<file path="src/design/lidar_range_voxel_downsampler_macros.svh">
// Assertion macros for the lidar range voxel downsampler.
// Expects i_clk and i_rst_n in the scope of each use.
`ifndef LIDAR_RANGE_VOXEL_DOWNSAMPLER_MACROS_SVH
`define LIDAR_RANGE_VOXEL_DOWNSAMPLER_MACROS_SVH
`ifndef SYNTH
// check a property at every clock edge out of reset
`define LRVD_ASSERT(lbl, prop, msg) \
    lbl: assert property (@(posedge i_clk) disable iff (!i_rst_n) prop) else $error(msg);
// check that a condition in the next cycle follows from a trigger
`define LRVD_ASSERT_NEXT(lbl, ante, cons, msg) \
    lbl: assert property (@(posedge i_clk) disable iff (!i_rst_n) (ante) |=> (cons)) \
        else $error(msg);
`else
`define LRVD_ASSERT(lbl, prop, msg)
`define LRVD_ASSERT_NEXT(lbl, ante, cons, msg)
`endif
`endif

</file>
<file path="src/design/lrvd_fifo.sv">
// Small register queue, used between front and back and for results.
// Depends on nothing; DEPTH must be a power of two.
module lrvd_fifo #(
    parameter int WIDTH = 8,
    parameter int DEPTH = 4
) (
    input  logic             i_clk,
    input  logic             i_rst_n,
    input  logic             i_push,
    input  logic [WIDTH-1:0] i_data,
    output logic             o_full,
    input  logic             i_pop,
    output logic [WIDTH-1:0] o_data,
    output logic             o_empty
);
    localparam int PW = (DEPTH > 1) ? $clog2(DEPTH) : 1;
    localparam int CW = $clog2(DEPTH + 1);

    logic [WIDTH-1:0] r_mem [DEPTH];
    logic [PW-1:0]    r_wptr, r_rptr;
    logic [CW-1:0]    r_cnt;
    logic             do_push, do_pop;

    assign o_full  = (r_cnt == CW'(DEPTH));
    assign o_empty = (r_cnt == '0);
    assign do_push = i_push && !o_full;
    assign do_pop  = i_pop && !o_empty;
    assign o_data  = r_mem[r_rptr];

    // store a word
    always_ff @(posedge i_clk) begin
        if (do_push) begin
            r_mem[r_wptr] <= i_data;
        end
    end

    // advance pointers and count
    always_ff @(posedge i_clk) begin
        if (!i_rst_n) begin
            r_wptr <= '0;
            r_rptr <= '0;
            r_cnt  <= '0;
        end else begin
            if (do_push) begin
                r_wptr <= r_wptr + 1'b1;
            end
            if (do_pop) begin
                r_rptr <= r_rptr + 1'b1;
            end
            if (do_push && !do_pop) begin
                r_cnt <= r_cnt + 1'b1;
            end else if (do_pop && !do_push) begin
                r_cnt <= r_cnt - 1'b1;
            end
        end
    end
endmodule

</file>
<file path="config.mk">
export PLATFORM = sky130hd
export DESIGN_NAME = lrvd_fifo
export DESIGN_NICKNAME = d
export VERILOG_FILES = /design/src/design/lidar_range_voxel_downsampler_macros.svh /design/src/design/lrvd_fifo.sv
export SDC_FILE = /design/constraint.sdc
export NUM_CORES = 1
export LEC_CHECK = 0
export ABC_AREA = 1
export BUFFER_PORTS_ARGS = -buffer_cell sky130_fd_sc_hd__clkbuf_2
export CORE_AREA = 2 2 78 80
export CTS_BUF_LIST = sky130_fd_sc_hd__clkbuf_4
export CTS_CLUSTER_SIZE = 8
export DETAILED_ROUTE_END_ITERATION = 12
export DIE_AREA = 0 0 80 82
export SYNTH_ARGS = -nofsm -noshare
export SYNTH_HDL_FRONTEND = slang
export SYNTH_SLANG_ARGS = --single-unit
</file>
<file path="constraint.sdc">
create_clock -name i_clk -period 2.45 [get_ports i_clk]
set_input_delay 0.1225 -clock i_clk [delete_from_list [all_inputs] [get_ports i_clk]]
set_output_delay 0.1225 -clock i_clk [all_outputs]
set_load 0.03 [all_outputs]
</file>
==> results of run 1 <==
[routing by layer]
layer | routed length [microns] | GRT usage [%]
met5 | 0 | 0
met2 | 1370 | 16.6
met3 | 137 | 3.08
met1 | 1440 | 12.4
met4 | 59 | 5.59
[flip-flops by register name, indices dropped and copies added (netlist names), named ones only]
signal,cells
r_mem,32
r_cnt,3
r_rptr,2
r_wptr,2
[final cells by class]
class | count | area share, %
clock buffer | 6 | 2.22
tap | 75 | 4.63
sequential | 41 | 56.3
inverter | 18 | 3.33
timing repair buffer | 34 | 11.0
multi-input combinational | 85 | 22.4
clock inverter | 1 | 0.185
[power breakdown]
part / switching, W / internal, W
Combinational: 0.000470 / 0.000221
Clock: 0.000199 / 0.000115
Sequential: 0.0000656 / 0.000852
[kinds of logic after synthesis]
logic type      count (synthesis)  share of synthesized area, %
compound gates                 28                          9.58
xor+xnor                        1                         0.520
simple gates                   50                          12.0
flops                          41                          67.7
fa+ha+maj                       6                          4.90
buf+inv                        20                          5.34
[layout by cell type, fill, tap and decap left out]
cell type and count:
sky130_fd_sc_hd__edfxtp_1 32, sky130_fd_sc_hd__nor2_1 30, sky130_fd_sc_hd__clkbuf_2 21, sky130_fd_sc_hd__inv_1 17, sky130_fd_sc_hd__nand2_1 13, sky130_fd_sc_hd__o21ai_0 13, sky130_fd_sc_hd__dfxtp_1 9, sky130_fd_sc_hd__o22ai_1 8
sky130_fd_sc_hd__dlygate4sd3_1 8, sky130_fd_sc_hd__clkbuf_4 6, sky130_fd_sc_hd__ha_1 5, sky130_fd_sc_hd__buf_4 5, sky130_fd_sc_hd__nand3_1 4, sky130_fd_sc_hd__o21ai_2 3, sky130_fd_sc_hd__a21oi_1 3, sky130_fd_sc_hd__nand2_2 2
sky130_fd_sc_hd__inv_2 1, sky130_fd_sc_hd__o21ai_1 1, sky130_fd_sc_hd__xor2_1 1, sky130_fd_sc_hd__nand3b_1 1, sky130_fd_sc_hd__fa_1 1, sky130_fd_sc_hd__clkinv_1 1
[worst max-delay path, stage by stage, from the launching register on]
cell and delay [ns]:
sky130_fd_sc_hd__dfxtp_1 0.40, sky130_fd_sc_hd__nor2_1 0.08, sky130_fd_sc_hd__nand2_1 0.14, sky130_fd_sc_hd__nand2_2 0.10, sky130_fd_sc_hd__inv_1 0.10, sky130_fd_sc_hd__ha_1 0.17, sky130_fd_sc_hd__inv_1 0.06, sky130_fd_sc_hd__fa_1 0.38
sky130_fd_sc_hd__inv_1 0.07, sky130_fd_sc_hd__nand2_1 0.04, sky130_fd_sc_hd__nand3_1 0.08, sky130_fd_sc_hd__nand2_1 0.05, sky130_fd_sc_hd__nand2_1 0.05, sky130_fd_sc_hd__nor2_1 0.03
[how the worst min path moves through the flow]
stage                    from     endpoint  slack (ns)  depth (start not counted)
detailed placement  i_data[3]  r_mem[3][3]        0.35                          1
CTS                   i_rst_n     r_cnt[2]        0.03                          3
global placement    i_data[7]  r_mem[0][7]        0.35                          1
global route          i_rst_n    r_wptr[1]        0.04                          3
floorplan           i_data[0]  r_mem[0][0]        0.22                          0
finish                i_rst_n    r_wptr[1]        0.04                          3
[metrics by stage]
stage	hold slack [ns]	total power (W)	setup slack, ns	instance area, sq um
2_1_floorplan	0.221	0.00143	0.757	1690
3_3_place_gp	0.346	0.00162	0.674	1900
3_5_place_dp	0.348	0.00162	0.602	1900
4_1_cts	0.0281	0.00195	0.598	2030
5_1_grt	0.0355	0.00207	0.408	2030
6_report	0.0422	0.00192	0.595	2030
[timing repair]
action,in CTS,in global routing
endpoints found under the hold margin,32,0
setup buffers,0,0
hold buffers,8,0
==> flow_metrics.py, run 1 <==
metrics = {
    "synth": {
        "postSynth.asyncResetShare_pct": 0,
        "syn_area_sq_um": 1690,
        "yosysMostFrequentCell": "sky130_fd_sc_hd__edfxtp_1",
        "synth.top_cells.by_area": "sky130_fd_sc_hd__edfxtp_1, sky130_fd_sc_hd__dfxtp_1, sky130_fd_sc_hd__nor2_1",
        "synth_warnings": 0,
        "seq_area_frac_synth_pct": 67.7,
        "postSynthAreaPerCell_sq_um": 11.5,
        "cell_count_after_synthesis": 146,
        "yosysUniqueCellTypes": 18,
        "synth_area_leader_cell": "sky130_fd_sc_hd__edfxtp_1",
        "post_synth_most_frequent_cells": "sky130_fd_sc_hd__edfxtp_1, sky130_fd_sc_hd__nor2_1, sky130_fd_sc_hd__inv_1",
        "postSynthNetCount": 164,
        "synth_top_flop_cell": "sky130_fd_sc_hd__edfxtp_1",
        "netlist.area_leader.share_pct": 57.0,
        "postSynthRegisterBits": 41,
        "edff_count_synth": 32,
    },
    "critical_path": {
        "reg2reg_from": "r_cnt[1]",
        "arrival_ns": 2.10,
        "reg2reg_setup_slack_ns": 0.60,
        "reg2regPathDepth": 13,
        "cp-startpoint": "r_cnt[1]",
        "endpoint": "r_cnt[2]",
        "max_fanout_on_critical_path": 5,
        "rr_endpoint": "r_cnt[2]",
        "end_kind": "register",
        "criticalPathCategory": "reg2reg",
        "critPathLaunchType": "register",
        "worstPathRequired_ns": 2.70,
    },
    "sta": {
        "worst-slew-pin-transition_ns": 0.351,
        "finalCritPeriodShare_pct": 75.7,
        "rsz0062_at_grt": "false",
        "skew_ns": 0.00471,
        "number_of_endpoints_failing_setup_at_the_final_stage": 0,
        "final_hold_viol_count": 0,
        "slew_headroom_pct": 76.6,
        "final_period_minus_worst_setup_slack_ns": 1.85,
        "finalSetupTns_ns": 0,
        "timing.fmax_mhz": 539,
        "finalMaxSlewViolations": 0,
    },
    "layout": {
        "layout-drive-gt1-share_pct": 20.5,
        "final_net_count": 203,
        "layout.core_utilization_pct": 35.3,
        "diodes": 0,
        "multiInputGateArea_sq_um": 454,
        "final.fill_count": 599,
        "final_cell_count_no_fill": 260,
        "synthToLayoutAreaGrowth_pct": 20.3,
        "final-seq-area_sq_um": 1140,
    },
    "power": {
        "powerDensity_nw_per_um2": 948,
        "p_leak_nw": 0.804,
        "irDropWorstVdd_mv": 0.488,
    },
    "grt": {
        "number_of_global_route_vias_before_repair": 1078,
        "grt.overflow.total": 0,
        "initial_antenna_violation_count": 0,
        "grt_pass1_wl_mm": 4.94,
        "track_usage_pct": 10.3,
        "largest_net_degree_at_the_start_of_global_routing": 17,
    },
    "drt": {
        "routed_wl_mm": 3.01,
        "first_pass_iters": 4,
        "ant_nets": 0,
        "detail_route.iter0.violations": 84,
        "routed_via_density": 4.34,
        "detail_route.wl_per_cell_microns": 11.6,
        "vias": 1128,
        "route.detailed.drc": 0,
    },
    "place": {
        "port_buffers": 21,
        "dp.final_hpwl_mm": 2.05,
        "gp_congestion": 0.764,
        "dp_cells": 245,
    },
    "clock_tree": {
        "cts-root-buf": "sky130_fd_sc_hd__clkbuf_4",
        "numCtsBuffers": 5,
        "clk_latency_ns": 0.34,
        "cts_tree": "built",
        "clock_tree.buffer_depth": 2,
        "cts_htree_levels": 2,
        "cts_sinks": 41,
        "post_cts_sizing_count": 0,
        "clk_pin_slew_ns": 0.11,
    },
    "min_path": {
        "hp-class": "in2reg",
    },
    "flow_run": {
        "drv.max_cap_violation_count": 0,
    },
    "die": {
        "die_h_microns": 82,
        "die_footprint_sq_um": 6560,
        "boundaryPins": 22,
        "fp-row-count": 28,
        "initial_utilization_pct": 29.3,
        "core_area_sq_um": 5750,
        "chipWidth_microns": 80,
    },
    "status": {
        "outcome": "complete, no violations",
    },
}
Note: power is estimated with default switching activity, not from simulation.
==> inputs of run 2 (changes only) <==
Clock period 2.45 ns to 1.9 ns, I/O delays scaled along.
==> flow_metrics.py, run 2 (synthesis results as in run 1) <==
metrics = {
    "status": {
        "outcome": "complete, no violations",
    },
    "sta": {
        "finalCritPeriodShare_pct": 95.2,
        "final_period_minus_worst_setup_slack_ns": 1.81,
        "finalMaxSlewViolations": 0,
        "worst-slew-pin-transition_ns": 0.380,
        "timing.fmax_mhz": 553,
        "slew_headroom_pct": 74.6,
        "final_hold_viol_count": 0,
        "rsz0062_at_grt": "true",
        "skew_ns": 0.00981,
        "number_of_endpoints_failing_setup_at_the_final_stage": 0,
    },
    "min_path": {
        "holdPathStages": 4,
        "hp-class": "in2reg",
    },
    "grt": {
        "number_of_global_route_vias_before_repair": 1045,
        "largest_net_degree_at_the_start_of_global_routing": 17,
        "initial_antenna_violation_count": 0,
        "grt.overflow.total": 0,
        "grt_pass1_wl_mm": 4.92,
        "track_usage_pct": 10.2,
    },
    "clock_tree": {
        "clk_latency_ns": 0.34,
        "cts_tree": "built",
        "clock_tree.buffer_depth": 2,
        "cts_sinks": 41,
        "numCtsBuffers": 5,
        "cts_post_setup_buffers_inserted": 0,
        "clk_pin_slew_ns": 0.12,
        "cts_htree_levels": 2,
        "cts-root-buf": "sky130_fd_sc_hd__clkbuf_4",
    },
    "place": {
        "gp_congestion": 0.794,
        "port_buffers": 21,
        "dp.final_hpwl_mm": 1.98,
        "dp_cells": 245,
    },
    "layout": {
        "layout.core_utilization_pct": 36.2,
        "mostFrequentLayoutCells": "sky130_fd_sc_hd__edfxtp_1, sky130_fd_sc_hd__nor2_1, sky130_fd_sc_hd__clkbuf_2",
        "max_flop_register": "r_mem",
        "synthToLayoutAreaGrowth_pct": 23.3,
        "number_of_flip_flops_under_the_largest_register_name": 32,
        "diodes": 0,
        "reg_top3": "r_mem: 32 flops, r_cnt: 3 flops",
        "layout-drive-gt1-share_pct": 24.1,
        "final_net_count": 204,
        "final_cell_count_no_fill": 262,
        "most_common_library_cell_in_the_layout_ignoring_fill_and_taps": "sky130_fd_sc_hd__edfxtp_1",
    },
    "drt": {
        "route.detailed.drc": 0,
        "ant_nets": 0,
        "routed_via_density": 4.24,
        "first_pass_iters": 4,
        "routed_wl_mm": 2.98,
        "detail_route.wl_per_cell_microns": 11.4,
        "vias": 1110,
        "detail_route.iter0.violations": 40,
    },
    "power": {
        "swShare_pct": 36.9,
        "netSwitchingPower_w": 0.000974,
        "clock_power_share_pct": 20.8,
        "powerDensity_nw_per_um2": 1270,
        "intPower_w": 0.00167,
        "irDropWorstVdd_mv": 0.628,
        "p_leak_nw": 0.820,
        "seq_power_share_pct": 44.9,
        "combPwrFrac_pct": 34.2,
    },
    "critical_path": {
        "reg2regPathDepth": 9,
        "rr_endpoint": "r_cnt[1]",
        "critPathLaunchType": "register",
        "reg2reg_from": "r_cnt[1]",
        "endpoint": "r_cnt[1]",
        "criticalPathCategory": "reg2reg",
        "worstPathRequired_ns": 2.15,
        "cp-startpoint": "r_cnt[1]",
        "end_kind": "register",
        "reg2reg_setup_slack_ns": 0.09,
        "arrival_ns": 2.06,
        "max_fanout_on_critical_path": 5,
    },
    "die": {
        "die_footprint_sq_um": 6560,
        "fp-row-count": 28,
        "initial_utilization_pct": 29.3,
        "boundaryPins": 22,
        "core_area_sq_um": 5750,
        "chipWidth_microns": 80,
        "die_h_microns": 82,
    },
    "flow_run": {
        "drv.max_cap_violation_count": 0,
    },
}
==> run 2: cell types whose count changed in the layout (fill, tap and decap cells not counted), sizes merged <==
cell / delta
clkinvlp: +1
clkbuf: -1
dlygate4sd3: +1
bufinv: +1
==> run 2: worst max-delay path, cell delays in order, from the launching register on <==
cell	delay, ns
sky130_fd_sc_hd__dfxtp_2	0.36
sky130_fd_sc_hd__nor2_2	0.17
sky130_fd_sc_hd__nand2_2	0.11
sky130_fd_sc_hd__nand2_2	0.11
sky130_fd_sc_hd__inv_1	0.07
sky130_fd_sc_hd__ha_1	0.21
sky130_fd_sc_hd__inv_1	0.08
sky130_fd_sc_hd__fa_1	0.40
sky130_fd_sc_hd__o21ai_0	0.16
sky130_fd_sc_hd__nor2_1	0.05
==> run 2: how the worst min path moves through the flow <==
| stage | start | to |
|---|---|---|
| 2_1_floorplan | i_data[0] | r_mem[0][0] |
| 3_3_place_gp | i_data[7] | r_mem[0][7] |
| 3_5_place_dp | i_data[6] | r_mem[3][6] |
| 4_1_cts | i_push | r_wptr[0] |
| 5_1_grt | i_push | r_wptr[1] |
| 6_report | i_push | r_wptr[0] |
==> run 2: stage by stage <==
step                setup TNS, ns  worst slack [ns]  power [W]  hold slack, ns  area (sq um)
global route              -0.0896           -0.0565    0.00284          0.0399          2080
global placement                0             0.129    0.00208           0.318          1900
detailed placement              0            0.0446    0.00209           0.321          1900
finish                          0            0.0909    0.00264          0.0528          2080
CTS                             0            0.0292    0.00265          0.0405          2070
floorplan                       0             0.207    0.00185           0.194          1690
==> run 2: layout make-up <==
| type | instances | area, sq um |
|---|---|---|
| Multi-Input combinational cell | 85 | 462 |
| Clock buffer | 5 | 37.5 |
| Inverter | 18 | 67.6 |
| Clock inverter | 3 | 41.3 |
| Timing Repair Buffer | 35 | 233 |
| Tap cell | 75 | 93.8 |
| Sequential cell | 41 | 1140 |
| Fill cell | 594 | 3670 |
==> run 2: metal layers <==
| layer | share of wire (%) | GRT usage, % | wire length [microns] |
|---|---|---|---|
| met1 | 47 | 12.5 | 1390 |
| met2 | 46 | 16.3 | 1380 |
| met3 | 5.3 | 4.18 | 157 |
| met4 | 1.6 | 3.56 | 49 |
| met5 | 0 | 0 | 0 |
==> run 2: timing repair <==
action	4_1_cts	5_1_grt
endpoints found under the setup margin	0	3
hold buffers	9	0
hold endpoints to repair	34	0
gates resized for setup	0	6
==> run 2: power groups by stage <==
stage	Combinational, W	Sequential, W	Clock [W]
after global placement	0.000879	0.00120	0
final	0.000904	0.00119	0.000550
after global routing	0.00101	0.00121	0.000617
after CTS	0.000906	0.00118	0.000569
after detailed placement	0.000888	0.00120	0
after floorplan	0.000670	0.00118	0
==> inputs of run 3 (changes only) <==
Settings changed: ABC_AREA 1 to unset, CORE_AREA 2 2 78 80 to 2 2 77 79, DIE_AREA 0 0 80 82 to 0 0 79 81.
==> flow_metrics.py, run 3 <==
metrics = {
    "critical_path": {
        "cp_top_family": "adder cells",
        "reg2reg_setup_slack_ns": -0.03,
        "reg2reg_from": "r_cnt[1]",
        "timing.critical_path.cells": "o31ai_4, ha_4, inv_1, fa_2, xor2_1, or3_1, a21boi_1",
        "critPathLaunchType": "register",
        "rr_endpoint": "r_cnt[2]",
        "arrival_ns": 2.19,
        "criticalPathCategory": "reg2reg",
        "critical-path-slowest-cell": "sky130_fd_sc_hd__dfxtp_4",
        "worstPathRequired_ns": 2.16,
        "timing.critical_path.buf_inv": 1,
        "end_kind": "register",
        "max_fanout_on_critical_path": 4,
        "reg2regPathDepth": 7,
        "critical_path.max_stage_delay_ns": 0.39,
    },
    "synth": {
        "postSynthRegisterBits": 41,
        "postSynthAreaPerCell_sq_um": 18.2,
        "synth_fa_ha_area_share_pct": 5.04,
        "synth_area_in_compound_gates_pct": 2.06,
        "post_synth_most_frequent_cells": "sky130_fd_sc_hd__edfxtp_1, sky130_fd_sc_hd__dfxtp_1, sky130_fd_sc_hd__and2_1, sky130_fd_sc_hd__mux4_2, sky130_fd_sc_hd__ha_1",
        "synthSimpleGateAreaFrac_pct": 6.18,
        "postSynth.asyncResetShare_pct": 0,
        "muxShareOfSynthArea_pct": 12.8,
        "netlist.area_leader.share_pct": 58.6,
        "seq_area_frac_synth_pct": 69.6,
        "cell_count_after_synthesis": 90,
        "postSynthNetCount": 108,
        "yosysUniqueCellTypes": 23,
        "synth_warnings": 0,
        "yosys.area_share.xor_xnor_pct": 2.14,
        "synth_area_leader_cell": "sky130_fd_sc_hd__edfxtp_1",
        "synth_top_flop_cell": "sky130_fd_sc_hd__edfxtp_1",
        "edff_count_synth": 32,
        "syn_area_sq_um": 1640,
        "synth.top_cells.by_area": "sky130_fd_sc_hd__edfxtp_1, sky130_fd_sc_hd__dfxtp_1, sky130_fd_sc_hd__mux4_2",
        "combinational_family_with_the_most_area_after_synthesis": "multiplexers",
        "yosysMostFrequentCell": "sky130_fd_sc_hd__edfxtp_1",
    },
    "sta": {
        "final_period_minus_worst_setup_slack_ns": 1.93,
        "fin_ws_ns": -0.0261,
        "finalMaxSlewViolations": 0,
        "skew_ns": 0.00511,
        "final_hold_viol_count": 0,
        "slew_headroom_pct": 69.9,
        "worst-slew-pin-transition_ns": 0.452,
        "rsz0062_at_grt": "true",
        "finalCritPeriodShare_pct": 101,
        "timing.fmax_mhz": 519,
        "number_of_endpoints_failing_setup_at_the_final_stage": 1,
    },
    "die": {
        "die_h_microns": 81,
        "fp-row-count": 28,
        "chipWidth_microns": 79,
        "core_area_sq_um": 5680,
        "initial_utilization_pct": 28.9,
        "die_footprint_sq_um": 6400,
        "boundaryPins": 22,
    },
    "min_path": {
        "hp-class": "in2reg",
        "min_delay_worst_endpoint": "r_cnt[2]",
        "holdPathStages": 2,
        "min_from": "i_rst_n",
    },
    "layout": {
        "diodes": 0,
        "number_of_flip_flops_under_the_largest_register_name": 32,
        "layout-drive-gt1-share_pct": 40.0,
        "synthToLayoutAreaGrowth_pct": 25.0,
        "reg_top3": "r_mem: 32 flops, r_cnt: 3 flops",
        "max_flop_register": "r_mem",
        "final_cell_count_no_fill": 205,
        "mostFrequentLayoutCells": "sky130_fd_sc_hd__edfxtp_1, sky130_fd_sc_hd__clkbuf_2",
        "final.fill_count": 558,
        "final_net_count": 148,
        "most_common_library_cell_in_the_layout_ignoring_fill_and_taps": "sky130_fd_sc_hd__edfxtp_1",
    },
    "grt": {
        "globalRouteMet3Util_pct": 3.00,
        "gr-usage-met1_pct": 11.3,
        "globalRouteMet2Util_pct": 17.3,
        "grt_pass1_wl_mm": 4.61,
        "grt.overflow.total": 0,
        "track_usage_pct": 9.81,
        "largest_net_degree_at_the_start_of_global_routing": 13,
        "busiest_layer": "met2",
        "number_of_global_route_vias_before_repair": 973,
        "initial_antenna_violation_count": 0,
    },
    "clock_tree": {
        "cts_htree_levels": 2,
        "clk_latency_ns": 0.33,
        "cts-root-buf": "sky130_fd_sc_hd__clkbuf_4",
        "cts_tree": "built",
        "numCtsBuffers": 5,
        "cts_sinks": 41,
        "clock_tree.buffer_depth": 2,
        "clk_pin_slew_ns": 0.11,
    },
    "place": {
        "port_buffers": 21,
        "dp.final_hpwl_mm": 1.90,
        "gp_congestion": 0.671,
        "post-place-ws_ns": -0.128,
        "dp_cells": 187,
    },
    "drt": {
        "first_pass_iters": 4,
        "detail_route.wl_per_cell_microns": 13.5,
        "routed_via_density": 4.24,
        "ant_nets": 0,
        "route.detailed.drc": 0,
        "detail_route.iter0.violations": 32,
        "routed_wl_mm": 2.78,
        "vias": 869,
    },
    "power": {
        "intPower_w": 0.00170,
        "seq_power_share_pct": 46.9,
        "netSwitchingPower_w": 0.000862,
        "clock_power_share_pct": 16.1,
        "irDropWorstVdd_mv": 0.643,
        "combPwrFrac_pct": 37.0,
        "swShare_pct": 33.7,
        "p_leak_nw": 0.737,
        "powerDensity_nw_per_um2": 1250,
    },
    "flow_run": {
        "drv.max_cap_violation_count": 0,
    },
    "status": {
        "outcome": "complete, but fails checks",
        "failed_checks": "negative setup slack",
    },
}
==> run 3: cell types whose count changed after synthesis, moves of 2 or more <==
cell,before,now
sky130_fd_sc_hd__nor2_1,30,0
sky130_fd_sc_hd__xnor2_1,0,3
sky130_fd_sc_hd__nand3_1,4,0
sky130_fd_sc_hd__o21ai_0,13,1
sky130_fd_sc_hd__and2_1,0,8
sky130_fd_sc_hd__nor2b_1,0,2
sky130_fd_sc_hd__mux2i_1,0,3
sky130_fd_sc_hd__nand2_1,13,4
sky130_fd_sc_hd__o21ai_2,3,0
sky130_fd_sc_hd__a21oi_1,3,0
sky130_fd_sc_hd__o22ai_1,8,0
sky130_fd_sc_hd__inv_1,17,3
sky130_fd_sc_hd__mux4_2,0,8
sky130_fd_sc_hd__nand2_2,2,0
==> run 3: area by class of cell <==
type                       instances  area [sq um]  area share (%)
sequential                        41          1150            56.1
inverter                           3          11.3           0.549
multi-input combinational         42           495            24.2
clock inverter                     1          8.76           0.427
tap                               75          93.8            4.58
timing repair buffer              37           245            12.0
clock buffer                       6          45.0            2.20
==> run 3: worst max-delay path by stage <==
stage / startpoint / end / slack, ns / cells after the start
after detailed placement: r_cnt[1] / r_cnt[2] / -0.13 / 7
final: r_cnt[1] / r_cnt[2] / -0.03 / 7
after global placement: r_cnt[2] / r_cnt[2] / 0.009 / 8
after floorplan: r_cnt[1] / r_cnt[2] / -0.02 / 9
after global routing: r_cnt[2] / r_cnt[2] / -0.11 / 8
after CTS: r_cnt[2] / r_cnt[2] / -0.05 / 7
==> run 3: logic make-up (layout without fill, tap and decap cells) <==
family | count (synthesis) | after routing
DFF | 41 | 41
and+or+nand+nor | 17 | 17
muxes | 11 | 11
buffers and inverters | 7 | 47
adders and majority gates | 6 | 6
AOI/OAI and AO/OA | 4 | 4
xor gates and xnor gates | 4 | 4
==> run 3: through the flow <==
stage | setup TNS [ns] | utilization [%] | hold WS [ns] | instance area, sq um | power [W]
finish | -0.0261 | 36.1 | 0.104 | 2050 | 0.00256
global route | -0.334 | 36.1 | 0.102 | 2050 | 0.00273
CTS | -0.0482 | 35.9 | 0.102 | 2040 | 0.00258
detailed placement | -0.128 | 33.1 | 0.320 | 1880 | 0.00213
global placement | 0 | 33.1 | 0.311 | 1880 | 0.00208
floorplan | -0.0223 | - | 0.194 | 1660 | 0.00187
==> run 3: what timing repair did <==
item | 4_1_cts | 5_1_grt
hold buffers | 8 | 0
endpoints found under the setup margin | 1 | 1
gates cloned | 0 | 0
gates resized for setup | 3 | 1
hold endpoints to repair | 32 | 0
pin swaps | 3 | 2
setup buffers | 2 | 1
==> run 3: power by group through the flow <==
| stage | Combinational [W] | Clock (W) | Sequential (W) |
|---|---|---|---|
| after global placement | 0.000878 | 0 | 0.00120 |
| after floorplan | 0.000673 | 0 | 0.00119 |
| after detailed placement | 0.000920 | 0 | 0.00121 |
| after global routing | 0.00103 | 0.000487 | 0.00122 |
| final | 0.000947 | 0.000413 | 0.00120 |
| after CTS | 0.000957 | 0.000429 | 0.00120 |
==> run 3: layer usage <==
layer,vias to the layer above,routed length (microns)
li1,420,-
met1,421,1140
met2,22,1480
met3,6,120
met4,0,38
met5,-,0
